**config.mk**
```make
export PLATFORM = sky130hd
export DESIGN_NAME = audio_level_meter_peak_hold_flat
export DESIGN_NICKNAME = d
export VERILOG_FILES = /design/src/rtl/core/alm_pkg.sv /design/src/rtl/core/alm_if.sv /design/src/rtl/core/alm_ctrl.sv /design/src/rtl/core/alm_dp.sv /design/src/rtl/core/alm_cfg.sv /design/src/rtl/core/audio_level_meter_peak_hold.sv /design/src/flat_wrapper.sv
export SDC_FILE = /design/constraint.sdc
export NUM_CORES = 2
export LEC_CHECK = 0
export BUFFER_PORTS_ARGS = -buffer_cell sky130_fd_sc_hd__buf_4
export CAP_MARGIN = 10
export CELL_PAD_IN_SITES_DETAIL_PLACEMENT = 1
export CELL_PAD_IN_SITES_GLOBAL_PLACEMENT = 2
export CORE_MARGIN = 10
export CORE_UTILIZATION = 47
export DETAILED_ROUTE_END_ITERATION = 10
export MAX_ROUTING_LAYER = met4
export PLACE_DENSITY = 0.94
export RECOVER_POWER = 25
export SYNTH_ARGS = -nofsm -noshare
export SYNTH_HDL_FRONTEND = slang
export SYNTH_SLANG_ARGS = --single-unit
```
**constraint.sdc**
```tcl
create_clock -name clk -period 26.4 [get_ports clk]
set_input_delay 1.32 -clock clk [delete_from_list [all_inputs] [get_ports clk]]
set_output_delay 1.32 -clock clk [all_outputs]
set_load 0.03 [all_outputs]
```
**src/rtl/core/alm_pkg.sv**
```systemverilog
// Package for the audio level meter with peak hold.
// Holds widths, level constants, the controller state type and control structs.
package alm_pkg;

    localparam int MaxPeriodFrames = 4096;
    localparam int FcW = $clog2(MaxPeriodFrames + 1);
    localparam int SumW = 44;
    localparam int LvlW = 17;

    localparam logic signed [LvlW-1:0] LevelFloor = -17'sd46080;
    localparam logic signed [LvlW-1:0] HoldMin = -17'sd46336;
    localparam logic signed [LvlW-1:0] HoldReset = -17'sd30720;
    localparam logic [31:0] DbPerOctaveQ16 = 32'd50504054;

    localparam logic [0:0] RegChannelCount = 1'b0;
    localparam logic [0:0] RegHoldDecay = 1'b1;

    typedef enum logic [3:0] {
        ST_ACC,
        ST_LOAD,
        ST_NORM,
        ST_SQ,
        ST_SQ2,
        ST_NEXT,
        ST_MUL,
        ST_SCALE,
        ST_HOLD,
        ST_OUT
    } alm_state_t;

    typedef struct packed {
        logic accept;
        logic load_op;
        logic [1:0] op_sel;
        logic norm_step;
        logic sq_step;
        logic sq_fix;
        logic mul_step;
        logic scale_step;
        logic hold_step;
        logic clear;
    } alm_cmd_t;

    typedef struct packed {
        logic period_done;
        logic norm_done;
        logic frac_done;
        logic [1:0] op_idx;
    } alm_stat_t;

endpackage

```
**src/rtl/core/alm_if.sv**
```systemverilog
// Valid/ready channel interfaces for the level meter.
// Widths are written as literals here; alm_pkg is not used.
interface alm_in_if;
    logic valid;
    logic ready;
    logic signed [15:0] left_sample;
    logic signed [15:0] right_sample;
    logic period_end;
    modport source (output valid, left_sample, right_sample, period_end, input ready);
    modport sink (input valid, left_sample, right_sample, period_end, output ready);
endinterface

interface alm_out_if;
    logic valid;
    logic ready;
    logic signed [16:0] rms_level;
    logic signed [16:0] peak_level;
    logic signed [16:0] held_peak;
    modport source (output valid, rms_level, peak_level, held_peak, input ready);
    modport sink (input valid, rms_level, peak_level, held_peak, output ready);
endinterface

interface alm_cfg_if;
    logic valid;
    logic ready;
    logic [0:0] index;
    logic [11:0] data;
    modport source (output valid, index, data, input ready);
    modport sink (input valid, index, data, output ready);
endinterface

```
**src/rtl/core/alm_ctrl.sv**
```systemverilog
// Controller state machine for the level meter.
// Sequences accumulation, the log2 iterations and the result transfer; uses alm_pkg.
module alm_ctrl
    import alm_pkg::*;
(
    input  logic clk,
    input  logic rst_n,
    input  logic in_valid,
    output logic in_ready,
    output logic out_valid,
    input  logic out_ready,
    input  alm_stat_t stat,
    output alm_cmd_t cmd
);

    alm_state_t state_reg, state_next;

    always_ff @(posedge clk or negedge rst_n)
    begin
        if (!rst_n)
            state_reg <= ST_ACC;
        else
            state_reg <= state_next;
    end

    always_comb
    begin
        state_next = state_reg;
        cmd = '0;
        cmd.op_sel = stat.op_idx;
        in_ready = 1'b0;
        out_valid = 1'b0;
        case (state_reg)
            ST_ACC:
            begin
                in_ready = 1'b1;
                cmd.accept = in_valid;
                if (in_valid && stat.period_done)
                    state_next = ST_LOAD;
            end
            ST_LOAD:
            begin
                // Operands: square sum, frame count, peak squared.
                cmd.load_op = 1'b1;
                state_next = ST_NORM;
            end
            ST_NORM:
            begin
                cmd.norm_step = 1'b1;
                if (stat.norm_done)
                    state_next = ST_SQ;
            end
            ST_SQ:
            begin
                cmd.sq_step = 1'b1;
                state_next = ST_SQ2;
            end
            ST_SQ2:
            begin
                cmd.sq_fix = 1'b1;
                state_next = stat.frac_done ? ST_NEXT : ST_SQ;
            end
            ST_NEXT:
            begin
                if (stat.op_idx == 2'd2)
                    state_next = ST_MUL;
                else
                begin
                    cmd.load_op = 1'b1;
                    cmd.op_sel = stat.op_idx + 2'd1;
                    state_next = ST_NORM;
                end
            end
            ST_MUL:
            begin
                cmd.mul_step = 1'b1;
                state_next = ST_SCALE;
            end
            ST_SCALE:
            begin
                cmd.scale_step = 1'b1;
                state_next = ST_HOLD;
            end
            ST_HOLD:
            begin
                cmd.hold_step = 1'b1;
                state_next = ST_OUT;
            end
            ST_OUT:
            begin
                out_valid = 1'b1;
                if (out_ready)
                begin
                    cmd.clear = 1'b1;
                    state_next = ST_ACC;
                end
            end
            default: state_next = ST_ACC;
        endcase
    end

endmodule

```
**src/rtl/core/alm_dp.sv**
```systemverilog
// Datapath of the level meter: accumulators, log2 unit and hold update.
// Driven by alm_ctrl commands; uses alm_pkg.
module alm_dp
    import alm_pkg::*;
(
    input  logic clk,
    input  logic rst_n,
    input  alm_cmd_t cmd,
    output alm_stat_t stat,
    input  logic [1:0] channel_count,
    input  logic [11:0] hold_decay_step,
    input  logic signed [15:0] left_sample,
    input  logic signed [15:0] right_sample,
    input  logic period_end,
    output logic signed [LvlW-1:0] rms_level,
    output logic signed [LvlW-1:0] peak_level,
    output logic signed [LvlW-1:0] held_peak
);

    logic [15:0] peak_reg;
    logic [SumW-1:0] sum_reg;
    logic [FcW-1:0] fc_reg;
    logic signed [LvlW-1:0] hold_reg, hold_next;
    logic [1:0] op_reg;
    logic [SumW-1:0] x_reg;          // operand being normalized
    logic [5:0] e_reg;
    logic [31:0] m_reg;              // Q30 mantissa, below 2^31
    logic [63:0] sq_reg;
    logic [3:0] bit_reg;
    logic [15:0] frac_reg;
    logic zero_reg;
    logic signed [23:0] lp_reg;      // accumulated log in Q16
    logic [55:0] prod_reg;
    logic neg_reg;
    logic signed [LvlW-1:0] rms_reg, pk_reg;

    // Mono sample and magnitude.
    logic signed [16:0] mix;
    logic signed [16:0] s;
    logic [15:0] a;
    logic [31:0] a_sq;
    logic [FcW-1:0] fc_inc;
    assign mix = 17'(left_sample) + 17'(right_sample);
    always_comb
    begin
        if (channel_count[1])
            s = (mix + $signed({16'd0, mix[16]})) >>> 1;
        else
            s = 17'(left_sample);
        a = s[16] ? 16'(-s) : 16'(s);
    end
    assign a_sq = a * a;
    assign fc_inc = fc_reg + 1'b1;
    assign stat.period_done = period_end || (fc_inc == FcW'(MaxPeriodFrames));
    assign stat.op_idx = op_reg;
    assign stat.norm_done = x_reg[SumW-1] || (e_reg == 6'd0);
    assign stat.frac_done = (bit_reg == 4'd0);

    logic [SumW-1:0] op_val;
    always_comb
    begin
        case (cmd.op_sel)
            2'd0: op_val = sum_reg;
            2'd1: op_val = SumW'(fc_reg);
            default: op_val = SumW'({16'd0, peak_reg} * {16'd0, peak_reg});
        endcase
    end

    // Square of mantissa, truncated back to Q30, then renormalized.
    logic [31:0] m_sq;
    assign m_sq = sq_reg[61:30];

    logic signed [23:0] log_val;
    assign log_val = {2'b00, e_reg, frac_reg};

    logic [31:0] lp_mag;
    assign lp_mag = lp_reg[23] ? 32'(-lp_reg) : 32'(lp_reg);
    logic [24:0] r_round;
    assign r_round = 25'((prod_reg + 56'h80000000) >> 32);
    logic signed [LvlW-1:0] lvl;
    always_comb
    begin
        if (zero_reg)
            lvl = LevelFloor;
        else if (neg_reg)
            lvl = (r_round > 25'd46080) ? LevelFloor : -LvlW'(r_round);
        else
            lvl = '0;
    end

    logic signed [LvlW:0] hdec;
    assign hdec = 18'(hold_reg) - 18'({6'd0, hold_decay_step});
    always_comb
    begin
        if (pk_reg > hold_reg)
            hold_next = pk_reg;
        else if (hdec < 18'(HoldMin))
            hold_next = HoldMin;
        else
            hold_next = LvlW'(hdec);
    end

    always_ff @(posedge clk or negedge rst_n)
    begin
        if (!rst_n)
        begin
            peak_reg <= '0;
            sum_reg <= '0;
            fc_reg <= '0;
            hold_reg <= HoldReset;
            op_reg <= '0;
        end
        else
        begin
            if (cmd.accept)
            begin
                if (a > peak_reg)
                    peak_reg <= a;
                sum_reg <= sum_reg + SumW'(a_sq);
                fc_reg <= fc_inc;
            end
            if (cmd.load_op)
                op_reg <= cmd.op_sel;
            if (cmd.hold_step)
                hold_reg <= hold_next;
            if (cmd.clear)
            begin
                peak_reg <= '0;
                sum_reg <= '0;
                fc_reg <= '0;
                op_reg <= '0;
            end
        end
    end

    always_ff @(posedge clk)
    begin
        if (cmd.load_op)
        begin
            x_reg <= op_val;
            e_reg <= 6'(SumW - 1);
            bit_reg <= 4'd15;
            frac_reg <= '0;
            if (cmd.op_sel == 2'd0)
                lp_reg <= -24'sd1966080;
            if (cmd.op_sel == 2'd0 || cmd.op_sel == 2'd2)
                zero_reg <= (op_val == '0);
        end
        if (cmd.norm_step)
        begin
            if (!stat.norm_done)
            begin
                x_reg <= x_reg << 1;
                e_reg <= e_reg - 1'b1;
            end
            else
                m_reg <= {1'b0, x_reg[SumW-1:SumW-31]};
        end
        if (cmd.sq_step)
            sq_reg <= {32'd0, m_reg} * {32'd0, m_reg};
        if (cmd.sq_fix)
        begin
            if (m_sq[31])
            begin
                m_reg <= m_sq >> 1;
                frac_reg[bit_reg] <= 1'b1;
            end
            else
                m_reg <= m_sq;
            bit_reg <= bit_reg - 1'b1;
        end
        if (cmd.sq_fix && stat.frac_done)
        begin
            // Square sum adds, frame count subtracts; peak log replaces lp_reg.
            case (op_reg)
                2'd0: lp_reg <= lp_reg + {2'b00, e_reg, frac_reg[15:1],
                                          m_sq[31] | frac_reg[0]};
                2'd1: lp_reg <= lp_reg - {2'b00, e_reg, frac_reg[15:1],
                                          m_sq[31] | frac_reg[0]};
                default: lp_reg <= {2'b00, e_reg, frac_reg[15:1], m_sq[31] | frac_reg[0]}
                                   - 24'sd1966080;
            endcase
        end
        if (cmd.mul_step)
        begin
            // The peak log is scaled here; the rms log is scaled alongside it below.
            prod_reg <= 56'(lp_mag) * 56'(DbPerOctaveQ16);
            neg_reg <= lp_reg[23];
        end
        if (cmd.scale_step)
            pk_reg <= lvl;
    end

    // The rms log is captured before the peak operand overwrites lp_reg.
    logic signed [23:0] lp_rms_reg;
    logic zero_rms_reg;
    logic [55:0] prod_rms;
    always_ff @(posedge clk)
    begin
        if (cmd.load_op && cmd.op_sel == 2'd2)
        begin
            lp_rms_reg <= lp_reg;
            zero_rms_reg <= zero_reg;
        end
        if (cmd.mul_step)
            prod_rms <= 56'(lp_rms_reg[23] ? 32'(-lp_rms_reg) : 32'(lp_rms_reg))
                        * 56'(DbPerOctaveQ16);
        if (cmd.scale_step)
        begin
            if (zero_rms_reg)
                rms_reg <= LevelFloor;
            else if (lp_rms_reg[23])
                rms_reg <= (25'((prod_rms + 56'h80000000) >> 32) > 25'd46080) ? LevelFloor
                           : -LvlW'(25'((prod_rms + 56'h80000000) >> 32));
            else
                rms_reg <= '0;
        end
    end

    assign rms_level = rms_reg;
    assign peak_level = pk_reg;
    assign held_peak = hold_reg;

endmodule

```
**src/rtl/core/alm_cfg.sv**
```systemverilog
// Configuration registers of the level meter.
// Uses alm_pkg register indexes.
module alm_cfg
    import alm_pkg::*;
(
    input  logic clk,
    input  logic rst_n,
    alm_cfg_if.sink cfg,
    output logic [1:0] channel_count,
    output logic [11:0] hold_decay_step
);

    logic [1:0] cc_reg;
    logic [11:0] step_reg;

    assign cfg.ready = 1'b1;
    always_ff @(posedge clk or negedge rst_n)
    begin
        if (!rst_n)
        begin
            cc_reg <= 2'd1;
            step_reg <= 12'd77;
        end
        else if (cfg.valid)
        begin
            if (cfg.index == RegChannelCount)
                cc_reg <= cfg.data[1:0];
            else
                step_reg <= cfg.data;
        end
    end
    assign channel_count = cc_reg;
    assign hold_decay_step = step_reg;

endmodule

```
**src/rtl/core/audio_level_meter_peak_hold.sv**
```systemverilog
// Audio level meter with peak hold: one frame transfer per cycle while accumulating.
// The period-ending transfer starts a log2 pass over square sum, frame count and peak
// squared; each operand is normalized, then squared and renormalized once per fraction
// bit, and the result is valid after the multiply, scale and hold-update steps that
// follow the third operand. Input is held off until the result is taken.
// Reset (rst_n, asynchronous) clears the accumulators and sets the hold to -120 dB.
module audio_level_meter_peak_hold
    import alm_pkg::*;
(
    input  logic clk,
    input  logic rst_n,
    alm_in_if.sink in_ch,
    alm_out_if.source out_ch,
    alm_cfg_if.sink cfg
);

    alm_cmd_t cmd;
    alm_stat_t stat;
    logic [1:0] channel_count;
    logic [11:0] hold_decay_step;

    alm_cfg u_cfg (.clk, .rst_n, .cfg, .channel_count, .hold_decay_step);

    alm_ctrl u_ctrl (
        .clk, .rst_n,
        .in_valid(in_ch.valid), .in_ready(in_ch.ready),
        .out_valid(out_ch.valid), .out_ready(out_ch.ready),
        .stat, .cmd
    );

    alm_dp u_dp (
        .clk, .rst_n, .cmd, .stat, .channel_count, .hold_decay_step,
        .left_sample(in_ch.left_sample), .right_sample(in_ch.right_sample),
        .period_end(in_ch.period_end),
        .rms_level(out_ch.rms_level), .peak_level(out_ch.peak_level),
        .held_peak(out_ch.held_peak)
    );

endmodule

```
**src/flat_wrapper.sv**
```systemverilog
// flat-port wrapper written by rule: the top's interface ports become plain ports
module audio_level_meter_peak_hold_flat import alm_pkg::*;
  (clk, rst_n, in_ch_valid, in_ch_left_sample, in_ch_right_sample, in_ch_period_end, in_ch_ready, out_ch_valid, out_ch_rms_level, out_ch_peak_level, out_ch_held_peak, out_ch_ready, cfg_valid, cfg_index, cfg_data, cfg_ready);
  alm_in_if in_ch_i ();
  alm_out_if out_ch_i ();
  alm_cfg_if cfg_i ();
  input  logic clk;
  input  logic rst_n;
  input wire logic [$bits(in_ch_i.valid)-1:0] in_ch_valid;
  input wire logic [$bits(in_ch_i.left_sample)-1:0] in_ch_left_sample;
  input wire logic [$bits(in_ch_i.right_sample)-1:0] in_ch_right_sample;
  input wire logic [$bits(in_ch_i.period_end)-1:0] in_ch_period_end;
  output wire logic [$bits(in_ch_i.ready)-1:0] in_ch_ready;
  output wire logic [$bits(out_ch_i.valid)-1:0] out_ch_valid;
  output wire logic [$bits(out_ch_i.rms_level)-1:0] out_ch_rms_level;
  output wire logic [$bits(out_ch_i.peak_level)-1:0] out_ch_peak_level;
  output wire logic [$bits(out_ch_i.held_peak)-1:0] out_ch_held_peak;
  input wire logic [$bits(out_ch_i.ready)-1:0] out_ch_ready;
  input wire logic [$bits(cfg_i.valid)-1:0] cfg_valid;
  input wire logic [$bits(cfg_i.index)-1:0] cfg_index;
  input wire logic [$bits(cfg_i.data)-1:0] cfg_data;
  output wire logic [$bits(cfg_i.ready)-1:0] cfg_ready;
  assign in_ch_i.valid = in_ch_valid;
  assign in_ch_i.left_sample = in_ch_left_sample;
  assign in_ch_i.right_sample = in_ch_right_sample;
  assign in_ch_i.period_end = in_ch_period_end;
  assign in_ch_ready = in_ch_i.ready;
  assign out_ch_valid = out_ch_i.valid;
  assign out_ch_rms_level = out_ch_i.rms_level;
  assign out_ch_peak_level = out_ch_i.peak_level;
  assign out_ch_held_peak = out_ch_i.held_peak;
  assign out_ch_i.ready = out_ch_ready;
  assign cfg_i.valid = cfg_valid;
  assign cfg_i.index = cfg_index;
  assign cfg_i.data = cfg_data;
  assign cfg_ready = cfg_i.ready;
  audio_level_meter_peak_hold u_core (.clk(clk), .rst_n(rst_n), .in_ch(in_ch_i), .out_ch(out_ch_i), .cfg(cfg_i));
endmodule
```
==> results by group <==
Outcome
  – Outcome: finished, violations left
  – Violated checks: max-capacitance violations, max-slew violations

Worst setup path
  – Arrival @ worst endpoint: 13.36 ns
  – Cell type of the slowest stage on the worst timing path: xnor2_2
  – Most Frequent Cell on Critical Path: fa_1
  – Required time of the critical path: 26.92 ns
  – Critical path's largest stage delay: 0.88 ns
  – Combined buffer and inverter count along the critical path: 4
  – CP delay by family, top: adder cells
  – Type of origin of the critical path: input port
  – Largest fanout on the critical path: 17
  – Critical Path End Type: flop
  – WS Path Type: input port to flop

Placement
  – Number of input and output port buffers inserted: 103
  – Final Wtd Congestion: 0.911
  – Detailed placement HPWL: 207,000 um

Route
  – Number of DRC markers in iteration 0: 3,019
  – Post-DR vias/cell: 5.36
  – Number of remaining DRC errors: 0
  – Vias: 63,000
  – Routed wire length per instance: 21.1 um
  – Final antenna-violating net count: 0
  – Number of detailed-route iterations in the first pass: 7
  – Final wirelength: 248,000 um

Finish
  – Layout cell share with drive strength beyond 1: 4.23%
  – Relative area change from synthesis to final layout: 6.85%
  – Layout Utilization: 50.5%
  – NumNets Final: 12,100

Clock network
  – Clock tree from TritonCTS: built
  – Buffer levels on the longest clock path: 3
  – Clock-pin slew of the registers on the worst-case setup and hold paths: 0.06 ns
  – Hold-fix buffers, CTS: 0
  – CTS H-tree depth: 2
  – CTS Buf Count: 45
  – Clock sink count: 377
  – Clock insertion delay at the later pin of the skew report: 0.61 ns
  – Number of gates given a new drive strength after cts: 0
  – CTS root buffer: clkbuf_16
  – Setup repair bufs after CTS: 0

Logic synthesis
  – Fraction of synthesis flops using an asynchronous set or reset pin: 28.9%
  – Synth Register Bits: 377
  – Number of flops mapped to enable cells by yosys: 202
  – Total number of yosys warnings: 0
  – Cell count after synthesis: 9,098
  – Avg Synthesized Cell Area: 9.52 sq um
  – Most instantiated flip-flop cell in the synthesis netlist: edfxtp_1
  – Count of cell types in the netlist: 104
  – Combined area of all synthesized cells: 86,600 sq um
  – Part of the Yosys area used for sequential elements: 11.7%

Global routing
  – Initial antenna violation count: 3
  – Via count of the first global-routing pass: 73,600
  – Total congestion overflow: 0
  – Maximum number of pins on one net before global-route repair: 74
  – Global-route wire length before repair: 402,000 um
  – Total global-route track usage: 25.4%

STA
  – Fin. max-slew vios: 212
  – Worst slew margin relative to its limit: -160%
  – Setup Total Neg Slack: 0 ns
  – Final worst path period need: 12.84 ns
  – Number of endpoints failing setup at the final stage: 0
  – Maximum clock frequency: 77.9 MHz
  – Hold violation count in the final report: 0
  – Worst Clk Skew: 0.0284 ns
  – Setup repair after global routing missed its margin: false
  – Measured slew at the worst slew-check pin: 3.90 ns
  – Period utilisation layout: 48.6%

Die
  – Std cell rows: 157
  – Total die area: 202,000 sq um
  – Floorplan die width: 449 um
  – Standard cell core area: 183,000 sq um
  – Starting Density: 47.3%
  – Die Y-Extent: 449 um
  – Boundary Pins: 105

Min path
  – Worst hold-check path type: flop to flop

Job
  – Max-capacitance violation count: 4
-- path summary, 6_finish.rpt --
check                                          startpoint                        to  slack (ns)  cells after the start
worst max-delay path                in_ch_right_sample[0]   u_core.u_dp.sum_reg[38]       13.56                     36
worst min-delay path              u_core.u_dp.frac_reg[0]   u_core.u_dp.frac_reg[0]        0.48                      1
worst max register to register  u_core.u_dp.lp_rms_reg[0]  u_core.u_dp.prod_rms[51]       15.75                     32
worst min register to register    u_core.u_dp.frac_reg[0]   u_core.u_dp.frac_reg[0]        0.48                      1
max in group asynchronous                           rst_n    u_core.u_dp.sum_reg[7]       21.55                      3
min in group asynchronous                           rst_n  u_core.u_dp.held_peak[3]        0.64                      1
-- per-stage QoR --
stage               hold WS [ns]  instances  area, sq um  setup WS (ns)
floorplan                  0.441       9258        87200          14.93
global route               0.502      11800        92500          12.62
global placement           0.454      11700        90900          13.27
detailed placement         0.462      11700        90900          12.90
finish                     0.477      11800        92500          13.56
CTS                        0.476      11800        92500          13.52
-- Yosys cell counts, types with 71 or more instances --
library cell	n	share of area [%]
a21o_1	118	1.0
a21oi_1	294	1.7
and2_1	248	1.8
clkbuf_1	224	0.97
dfrtp_1	102	2.9
edfxtp_1	202	7.0
fa_1	1618	37
ha_1	1156	17
inv_1	2331	10
mux2i_1	71	0.82
nand2_1	640	2.8
nand3_1	91	0.53
nor2_1	447	1.9
nor3_1	99	0.57
o21ai_0	197	1.1
xnor2_1	254	2.6
xor2_1	127	1.3
-- worst reg2reg max path, delay by kind of cell, from the launching register on --
kind	cells	cell delay [ns]
XOR/XNOR	2	0.69
flip-flops	1	0.67
adder cells (fa/ha/maj)	9	3.75
AND/OR/NAND/NOR	6	1.61
AO/OA/AOI/OAI	10	3.28
buffers and inverters	5	0.42
-- cells in the final DEF, fill, tap and decap left out, drive strengths merged, types with 44 or more instances in the layout --
master and count:
nand2 641, fa 1618, a21o 118, and2 252
clkbuf 63, edfxtp 202, nand3 91, nor3 100
mux2i 72, o21ai 198, xnor2 255, ha 1156
a21oi 294, conb 162, xor2 131, and3 46
buf 193, dfxtp 66, dfrtp 102, inv 2343
o21a 51, nor2 450, a211oi 44
-- cells by family after synthesis --
logic type,Yosys count,synth area share (%)
fa+ha+maj,2774,54.1
buf+inv,2598,11.3
simple gates,1842,10.1
compound gates,1025,7.73
xor+xnor,386,3.96
flops,377,11.7
mux,94,1.12
other cells,2,0.00867
-- metal layers --
metal,vias to the layer above,track usage (%),part of all wire [%]
li1,28400,-,-
met1,32900,31.2,42
met2,1220,45.1,52
met3,436,1.80,3.4
met4,0,7.23,3.2
met5,-,-,0
-- area by class of cell --
type,instances,area (sq um)
multi-input combinational,6283,67300
tap,2464,3080
clock buffer,55,1240
antenna,2,5.00
fill,20900,90600
inverter,2346,8810
sequential,377,10100
clock inverter,28,408
timing repair buffer,201,1500
Power is not shown: default switching activity piles up to over one toggle a cycle in this logic, so the estimate is an artifact.
